==> src/rtl/ntd_pkg.sv <==
// Package for the nibble token decompressor: types, codes and the per-nibble
// decode function used by ntd_decode. No dependencies.
`default_nettype none

package ntd_pkg;

  localparam int unsigned TOK_W  = 120;  // 15 token bytes
  localparam int unsigned CNT_W  = 16;
  localparam logic [3:0]  NIB_ESC = 4'hf;

  // configuration register indexes
  localparam logic [1:0] CFG_TOKENS_LOW  = 2'd0;
  localparam logic [1:0] CFG_TOKENS_HIGH = 2'd1;
  localparam logic [1:0] CFG_OUTPUT_SIZE = 2'd2;

  localparam logic [CNT_W-1:0] OUTPUT_SIZE_RST = 16'd10496;

  typedef enum logic [2:0] {
    PH_IDLE    = 3'b001,
    PH_WAIT_HI = 3'b010,
    PH_WAIT_LO = 3'b100
  } phase_e;

  typedef struct packed {
    phase_e           phase;
    logic [3:0]       lit;
    logic [CNT_W-1:0] count;
  } nib_state_t;

  localparam nib_state_t ST_RESET = '{phase: PH_IDLE, lit: 4'd0, count: '0};

  typedef struct packed {
    logic [7:0] data;
    logic       last;
  } out_t;

  typedef struct packed {
    logic       emit;
    out_t       res;
    nib_state_t nxt;
  } nib_out_t;

  // results of one input byte, compacted to the front
  typedef struct packed {
    logic [1:0] num;
    out_t       r0;
    out_t       r1;
  } res_t;

  function automatic logic [7:0] token_at(logic [TOK_W-1:0] tokens, logic [3:0] nib);
    logic [6:0] idx;
    logic [7:0] t;
    idx = {nib, 3'b000};
    t   = 8'd0;
    if (nib != NIB_ESC) begin
      t = tokens[idx +: 8];
    end
    return t;
  endfunction

  function automatic nib_out_t step_nibble(nib_state_t st, logic [3:0] nib,
                                           logic [TOK_W-1:0] tokens,
                                           logic [CNT_W-1:0] osize);
    nib_out_t         r;
    logic [CNT_W-1:0] cnt_inc;
    r.emit     = 1'b0;
    r.res.data = 8'd0;
    r.res.last = 1'b0;
    r.nxt      = st;
    cnt_inc    = st.count + 16'd1;
    unique case (st.phase)
      PH_WAIT_HI: begin
        r.nxt.lit   = nib;
        r.nxt.phase = PH_WAIT_LO;
      end
      PH_WAIT_LO: begin
        r.nxt.phase = PH_IDLE;
        r.emit      = 1'b1;
        r.res.data  = {st.lit, nib};
      end
      default: begin
        r.nxt.phase = PH_IDLE;
        if (nib == NIB_ESC) begin
          r.nxt.phase = PH_WAIT_HI;
        end else begin
          r.emit     = 1'b1;
          r.res.data = token_at(tokens, nib);
        end
      end
    endcase
    if (r.emit) begin
      r.nxt.count = cnt_inc;
      r.res.last  = (cnt_inc == osize);
      if (r.res.last) begin
        r.nxt = ST_RESET;
      end
    end
    return r;
  endfunction

endpackage

`default_nettype wire

==> src/rtl/ntd_decode.sv <==
// Decode of one packed byte: high nibble, then low nibble unless the high one
// ended the stream. Combinational; uses ntd_pkg.
`default_nettype none

module ntd_decode (
  input  ntd_pkg::nib_state_t          st_i,
  input  logic [7:0]                   packed_byte_i,
  input  logic [ntd_pkg::TOK_W-1:0]    tokens_i,
  input  logic [ntd_pkg::CNT_W-1:0]    output_size_i,
  output ntd_pkg::res_t                res_o,
  output ntd_pkg::nib_state_t          st_o
);
  import ntd_pkg::*;

  nib_out_t hi_out;
  nib_out_t lo_out;
  logic     stop_after_hi;

  assign hi_out        = step_nibble(st_i, packed_byte_i[7:4], tokens_i, output_size_i);
  assign stop_after_hi = hi_out.emit & hi_out.res.last;
  assign lo_out        = step_nibble(hi_out.nxt, packed_byte_i[3:0], tokens_i,
                                     output_size_i);

  always_comb begin
    res_o.num = 2'd0;
    res_o.r0  = hi_out.res;
    res_o.r1  = lo_out.res;
    st_o      = lo_out.nxt;
    if (stop_after_hi) begin
      // low nibble is dropped after the final byte
      res_o.num = 2'd1;
      st_o      = hi_out.nxt;
    end else if (hi_out.emit) begin
      res_o.num = lo_out.emit ? 2'd2 : 2'd1;
    end else begin
      res_o.r0  = lo_out.res;
      res_o.num = lo_out.emit ? 2'd1 : 2'd0;
    end
  end

endmodule

`default_nettype wire

==> src/rtl/nibble_token_decompressor_core.sv <==
// Top level of the nibble token decompressor: config registers, decode state
// and a two-entry result buffer. Uses ntd_pkg and ntd_decode.
//
//   channel | direction | handshake              | payload
//   --------+-----------+------------------------+-----------------------------
//   in      | input     | in_valid_i / in_stall_o | packed_byte_i
//   out     | output    | out_valid_o/out_stall_i | out_byte_o, is_last_o
//   cfg     | input     | cfg_valid_i/cfg_ready_o | cfg_index_i, cfg_data_i
//
// A byte is decoded in the cycle it is accepted; its 0..2 results appear on the
// output the next cycle, one transfer per cycle unless out_stall_i is high. The
// two-entry result buffer sets the rate: one byte per cycle when bytes yield at
// most one result and out_stall_i is low. A new byte is taken while the last
// buffered result transfers. Reset clears state, buffer and registers
// (output_size to 10496). cfg_ready_o is always high.
`default_nettype none

module nibble_token_decompressor_core (
  input  logic                        clk_i,
  input  logic                        rst_ni,
  input  logic                        in_valid_i,
  output logic                        in_stall_o,
  input  logic [7:0]                  packed_byte_i,
  output logic                        out_valid_o,
  input  logic                        out_stall_i,
  output logic [7:0]                  out_byte_o,
  output logic                        is_last_o,
  input  logic                        cfg_valid_i,
  output logic                        cfg_ready_o,
  input  logic [1:0]                  cfg_index_i,
  input  logic [63:0]                 cfg_data_i
);
  import ntd_pkg::*;

  logic [63:0]      tokens_low_q;
  logic [55:0]      tokens_high_q;
  logic [CNT_W-1:0] output_size_q;

  nib_state_t st_q, st_d;
  res_t       dec_res;

  out_t       buf_q [2];
  logic [1:0] cnt_q;

  logic in_xfer;
  logic out_pop;

  assign cfg_ready_o = 1'b1;

  always_ff @(posedge clk_i or negedge rst_ni) begin
    if (!rst_ni) begin
      tokens_low_q  <= '0;
      tokens_high_q <= '0;
      output_size_q <= OUTPUT_SIZE_RST;
    end else if (cfg_valid_i && cfg_ready_o) begin
      unique case (cfg_index_i)
        CFG_TOKENS_LOW:  tokens_low_q  <= cfg_data_i;
        CFG_TOKENS_HIGH: tokens_high_q <= cfg_data_i[55:0];
        CFG_OUTPUT_SIZE: output_size_q <= cfg_data_i[CNT_W-1:0];
        default: ;
      endcase
    end
  end

  ntd_decode u_decode (
    .st_i          (st_q),
    .packed_byte_i (packed_byte_i),
    .tokens_i      ({tokens_high_q, tokens_low_q}),
    .output_size_i (output_size_q),
    .res_o         (dec_res),
    .st_o          (st_d)
  );

  assign out_valid_o = (cnt_q != 2'd0);
  assign out_byte_o  = buf_q[0].data;
  assign is_last_o   = buf_q[0].last;
  assign out_pop     = out_valid_o & ~out_stall_i;
  // room once the buffer is empty or drains its last entry this cycle
  assign in_stall_o  = ~((cnt_q == 2'd0) || ((cnt_q == 2'd1) && out_pop));
  assign in_xfer     = in_valid_i & ~in_stall_o;

  always_ff @(posedge clk_i or negedge rst_ni) begin
    if (!rst_ni) begin
      st_q  <= ST_RESET;
      cnt_q <= 2'd0;
    end else if (in_xfer) begin
      st_q  <= st_d;
      cnt_q <= dec_res.num;
    end else if (out_pop) begin
      cnt_q <= cnt_q - 2'd1;
    end
  end

  always_ff @(posedge clk_i) begin
    if (in_xfer) begin
      buf_q[0] <= dec_res.r0;
      buf_q[1] <= dec_res.r1;
    end else if (out_pop) begin
      buf_q[0] <= buf_q[1];
    end
  end

  a_cnt_bound: assert property (@(posedge clk_i) disable iff (!rst_ni)
    cnt_q != 2'd3)
    else $error("result buffer count out of range");

  a_token_emits: assert property (@(posedge clk_i) disable iff (!rst_ni)
    (in_xfer && (st_q.phase == PH_IDLE) && (packed_byte_i[7:4] != NIB_ESC))
      |=> (cnt_q != 2'd0))
    else $error("token nibble produced no result");

  a_last_clears: assert property (@(posedge clk_i) disable iff (!rst_ni)
    (in_xfer && (dec_res.num != 2'd0) && dec_res.r0.last)
      |=> ((st_q.count == '0) && (st_q.phase == PH_IDLE)))
    else $error("state not cleared after final byte");

endmodule

`default_nettype wire

==> config.mk <==
export PLATFORM = sky130hd
export DESIGN_NAME = nibble_token_decompressor_core
export DESIGN_NICKNAME = d
export VERILOG_FILES = /design/src/rtl/ntd_pkg.sv /design/src/rtl/ntd_decode.sv /design/src/rtl/nibble_token_decompressor_core.sv
export SDC_FILE = /design/constraint.sdc
export NUM_CORES = 1
export LEC_CHECK = 0
export ABC_AREA = 1
export CORE_UTILIZATION = 30
export DETAILED_ROUTE_END_ITERATION = 10
export DONT_BUFFER_PORTS = 1
export REMOVE_ABC_BUFFERS = 1
export SLEW_MARGIN = 20
export SYNTH_ARGS = -nofsm -noshare
export SYNTH_HDL_FRONTEND = slang
export SYNTH_SLANG_ARGS = --single-unit
==> constraint.sdc <==
create_clock -name clk_i -period 4.6 [get_ports clk_i]
set_clock_uncertainty 0.05 [all_clocks]
set_input_delay 0.46 -clock clk_i [delete_from_list [all_inputs] [get_ports clk_i]]
set_output_delay 0.46 -clock clk_i [all_outputs]
set_load 0.01 [all_outputs]
==> results <==
- The flow ran to the end, but the final reports show violations.
- The checks that failed: design-rule violations, negative hold slack.
- By instance count, the leading cell after synthesis is sky130_fd_sc_hd__nand2_1.
- The clock buffer count from CTS is 17.
- The clock reaches the later pin of the worst-skew pair after 0.44 ns.
- The launching element type of the critical path is a flip-flop.
- The number of antenna violations at the first check in global routing was 1.
- The maximum resistive drop on vdd is 0.000254 V.
- In this run the worst setup path begins at st_q[20]$_DFFE_PN1P_.
- The number of primary I/O pins is 91.
- Ranked by total cell area, the synthesized netlist is headed by sky130_fd_sc_hd__dfrtp_1, sky130_fd_sc_hd__nand2_1, sky130_fd_sc_hd__o21ai_0.
- The endpoint identified for the worst register-to-register timing path is st_q[4]$_DFFE_PN0P_.
- The smallest hold slack is -0.130 ns.
- The iteration count of the initial detailed-routing pass is 11.
- Across all layers, the routed design uses 10700 vias.
- The routed length per placed instance is 19.1 um.
- The die height is 193 um.
- Summed over all layers, the global routing overflow is 0.
- The worst setup path is captured at a flip-flop.
- The maximum operating frequency is 0.245 GHz.
- The weighted congestion at the end of routability-driven global placement is 0.955.
- Setup repair after global routing left no endpoint under its margin.
- In this run the cell area measured after placement is 0.0114 mm^2.
- In this run the critical register-to-register path is launched from st_q[20]$_DFFE_PN1P_.
- After clock tree synthesis, the clock-pin slew on the worst setup and hold paths is 0.07 ns.
- The number of global-route vias before repair came to 10100.
- The total negative slack for setup checks is 0 ns.
- The cell count after synthesis is 1544.
- The worst-path maximum fanout is 29.
- The final clock period utilization by the worst path is 88.8%.
- In the synthesized netlist the async set-or-reset flop fraction comes to 89.9%.
- The overall power is 5.69 mW.
- The tool flagged a number of max-cap violations equal to 0.
- The port buffer count is 0.
- Entering global routing, the biggest net connects 162 pins.
- Counting instances in the post-synthesis netlist gives the leading cell types as sky130_fd_sc_hd__nand2_1, sky130_fd_sc_hd__o21ai_0, sky130_fd_sc_hd__inv_1, sky130_fd_sc_hd__dfrtp_1, sky130_fd_sc_hd__nand3_1.
- The DRC violation total after the first TritonRoute iteration is 1024.
- The fraction of final layout cells with drive strength greater than 1 is 6.87%.
- The dominant synthesized flop cell is sky130_fd_sc_hd__dfrtp_1.
- The clock tree synthesis step divided the H-tree into 4 levels.
- The final number of hold-violating endpoints is 36.
- For this design the ratio of total power to cell area is 473 mW/mm^2.
- The flip-flop and latch count after synthesis is 179.
- The number of vias per cell is 5.41.
- Global routing consumed, over all layers together, 20.1% of the routing resources.
- The endpoint of the most critical setup path is st_q[4]$_DFFE_PN0P_.
- The area growth from synthesis to layout is 9.40%.
- The proportion of synthesized chip area in sequential cells is 41.6%.
- The number of pins with negative max-slew slack in the final report came to 0.
- Each instance of the synthesized netlist takes up on average 7.12 um^2.
- The floorplan step set the die width to 193 um.
- Data on the critical path is required at its endpoint by 4.87 ns.
- Measured in cells, the most critical reg-to-reg path has a length of 25.
- The total of warnings raised by yosys is 0.
- The placed wire-length estimate after detailed placement is 26900 um.
- The min-delay analysis places its worst path in the category primary input to async pin.
- The worst setup path is of the flip-flop to flip-flop kind.
- At the pin with the least slew margin, the transition time is 1.10 ns.
- The proportion of netlist area held by the largest area contributor is 35.7%.
- The sink count of the clock tree is 179.
- After floorplanning, the core was sized to cover 0.0358 mm^2.
- At the worst endpoint, the arrival time is 4.36 ns.
- The first global-routing pass estimated 58800 um of wire.
- The floorplan has 69 rows.
- The number of enable flip-flop cells after synthesis is 18.
- For this block, the routed nets add up to 37700 um of wire.
- The die covers 0.0374 mm^2.
- The count of different cell masters after synthesis is 48.
- Across all register-to-register paths, the minimum setup slack is 0.52 ns.
- The post-synth design cell area is 0.0110 mm^2.
- The post-route cell area is 0.0120 mm^2.
- For this run, the post-layout net count is 1585.
- The CTS root buffer is sky130_fd_sc_hd__clkbuf_16.
- The number of failing setup endpoints in the final timing report is 0.
- The minimum clock period after layout is 4.08 ns.
- The count of instances resized after the clock tree is built is 0.
- Once detail routing completed, the nets flagged for antenna violations numbered 0.
- The leakage dissipation is 5.58 nW.
- Of all cell types, the one taking the most synthesized area is sky130_fd_sc_hd__dfrtp_1.
- The clock passes through at most 2 buffers.
- The worst relative slew slack is 26.4%.
- The TritonCTS clock tree is built.
- For this configuration, the core starts out at a cell density of 30.7%.
- After detailed routing, the number of remaining DRC violations is 2.
- The filler cells instantiated in the layout total 3849.
-- kinds of logic after synthesis --
| logic type | count (synthesis) | synth area share, % |
|---|---|---|
| buf+inv | 275 | 9.60 |
| simple gates | 639 | 24.6 |
| flops | 179 | 41.6 |
| other cells | 1 | 0.0341 |
| xor+xnor | 6 | 0.478 |
| compound gates | 434 | 22.6 |
| mux | 6 | 0.614 |
| fa+ha+maj | 4 | 0.455 |
-- how the worst min path moves through the flow --
stage                start                            to  slack (ns)  cells past startpoint
floorplan           rst_ni          cnt_q[0]$_DFFE_PN0P_        0.11                      0
global placement    rst_ni  output_size_q[5]$_DFFE_PN0P_        0.13                      0
detailed placement  rst_ni  output_size_q[5]$_DFFE_PN0P_        0.14                      0
CTS                 rst_ni          st_q[12]$_DFFE_PN0P_        0.05                      1
global route        rst_ni           st_q[5]$_DFFE_PN0P_        0.07                      1
finish              rst_ni  output_size_q[5]$_DFFE_PN0P_       -0.13                      1
-- area by class of cell --
type / instances / area (um^2) / share of cell area [%]
antenna: 1 / 2.50 / 0.0208
clock inverter: 14 / 174 / 1.45
sequential: 179 / 4570 / 38.0
clock buffer: 17 / 425 / 3.54
multi-input combinational: 1090 / 5390 / 44.8
timing repair buffer: 16 / 140 / 1.16
inverter: 198 / 743 / 6.18
tap: 461 / 577 / 4.79
-- worst max-delay path: stages, from the launching register on --
cell	delay, ns
sky130_fd_sc_hd__dfstp_2	0.54
sky130_fd_sc_hd__inv_1	0.05
sky130_fd_sc_hd__nand3_1	0.30
sky130_fd_sc_hd__nand2_1	0.14
sky130_fd_sc_hd__inv_2	0.10
sky130_fd_sc_hd__nand2_2	0.11
sky130_fd_sc_hd__nand2_2	0.10
sky130_fd_sc_hd__buf_4	0.32
sky130_fd_sc_hd__nand2_1	0.09
sky130_fd_sc_hd__o21ai_1	0.12
sky130_fd_sc_hd__nand2_1	0.09
sky130_fd_sc_hd__inv_1	0.06
sky130_fd_sc_hd__ha_1	0.17
sky130_fd_sc_hd__nand4_1	0.19
sky130_fd_sc_hd__nor2_1	0.31
sky130_fd_sc_hd__nand2_1	0.08
sky130_fd_sc_hd__nand2_1	0.08
sky130_fd_sc_hd__nand2_1	0.07
sky130_fd_sc_hd__nand2_1	0.06
sky130_fd_sc_hd__nand2_1	0.05
sky130_fd_sc_hd__nor2_1	0.09
sky130_fd_sc_hd__nand2_1	0.09
sky130_fd_sc_hd__nor2_4	0.15
sky130_fd_sc_hd__nand2_2	0.19
sky130_fd_sc_hd__nand2_1	0.24
sky130_fd_sc_hd__o21ai_0	0.10
-- power breakdown --
| group | internal (mW) | leakage (nW) | switching [mW] | total, mW |
|---|---|---|---|---|
| clock | 0.862 | 0.296 | 0.678 | 1.54 |
| combinational | 0.600 | 3.10 | 1.24 | 1.84 |
| sequential | 1.97 | 2.18 | 0.342 | 2.31 |
-- repair_timing --
item	CTS	global route
buffers inserted	0	0
hold endpoints to repair	161	0
hold buffers	1	0
-- flip-flops by register name (all words and copies together), names as in the netlist --
signal         flops
tokens_low_q      64
cnt_q              2
tokens_high_q     56
output_size_q     16
buf_q             18
st_q              23
-- metrics by stage --
step / util (%) / cells / setup WS (ns)
6_report: 33.6 / 1976 / 0.517
2_1_floorplan: - / 1467 / 1.09
3_3_place_gp: 31.8 / 1943 / 0.611
4_1_cts: 33.6 / 1975 / 0.543
3_5_place_dp: 31.8 / 1943 / 0.556
5_1_grt: 33.6 / 1975 / 0.0814
-- metal layers --
layer | share of wire, % | track usage [%] | up-vias | wire, um
met3 | 7.2 | 3.36 | 53 | 2710
met1 | 44 | 26.9 | 5115 | 16500
met5 | 0 | 0 | - | 0
met2 | 47 | 33.1 | 450 | 17700
met4 | 2.0 | 6.37 | 0 | 763
li1 | - | - | 5071 | -
-- cell usage in the layout (no fill, tap or decap), types with 17 or more instances in the layout --
master                      instances
sky130_fd_sc_hd__inv_1            189
sky130_fd_sc_hd__nand3_1           87
sky130_fd_sc_hd__nor2_1            81
sky130_fd_sc_hd__nand2_1          410
sky130_fd_sc_hd__edfxtp_1          18
sky130_fd_sc_hd__a221oi_1          35
sky130_fd_sc_hd__nand4_1           19
sky130_fd_sc_hd__clkbuf_16         17
sky130_fd_sc_hd__a21oi_1           64
sky130_fd_sc_hd__o21ai_0          262
sky130_fd_sc_hd__dfrtp_1          157
No activity file was read; power rests on OpenSTA's default activity.
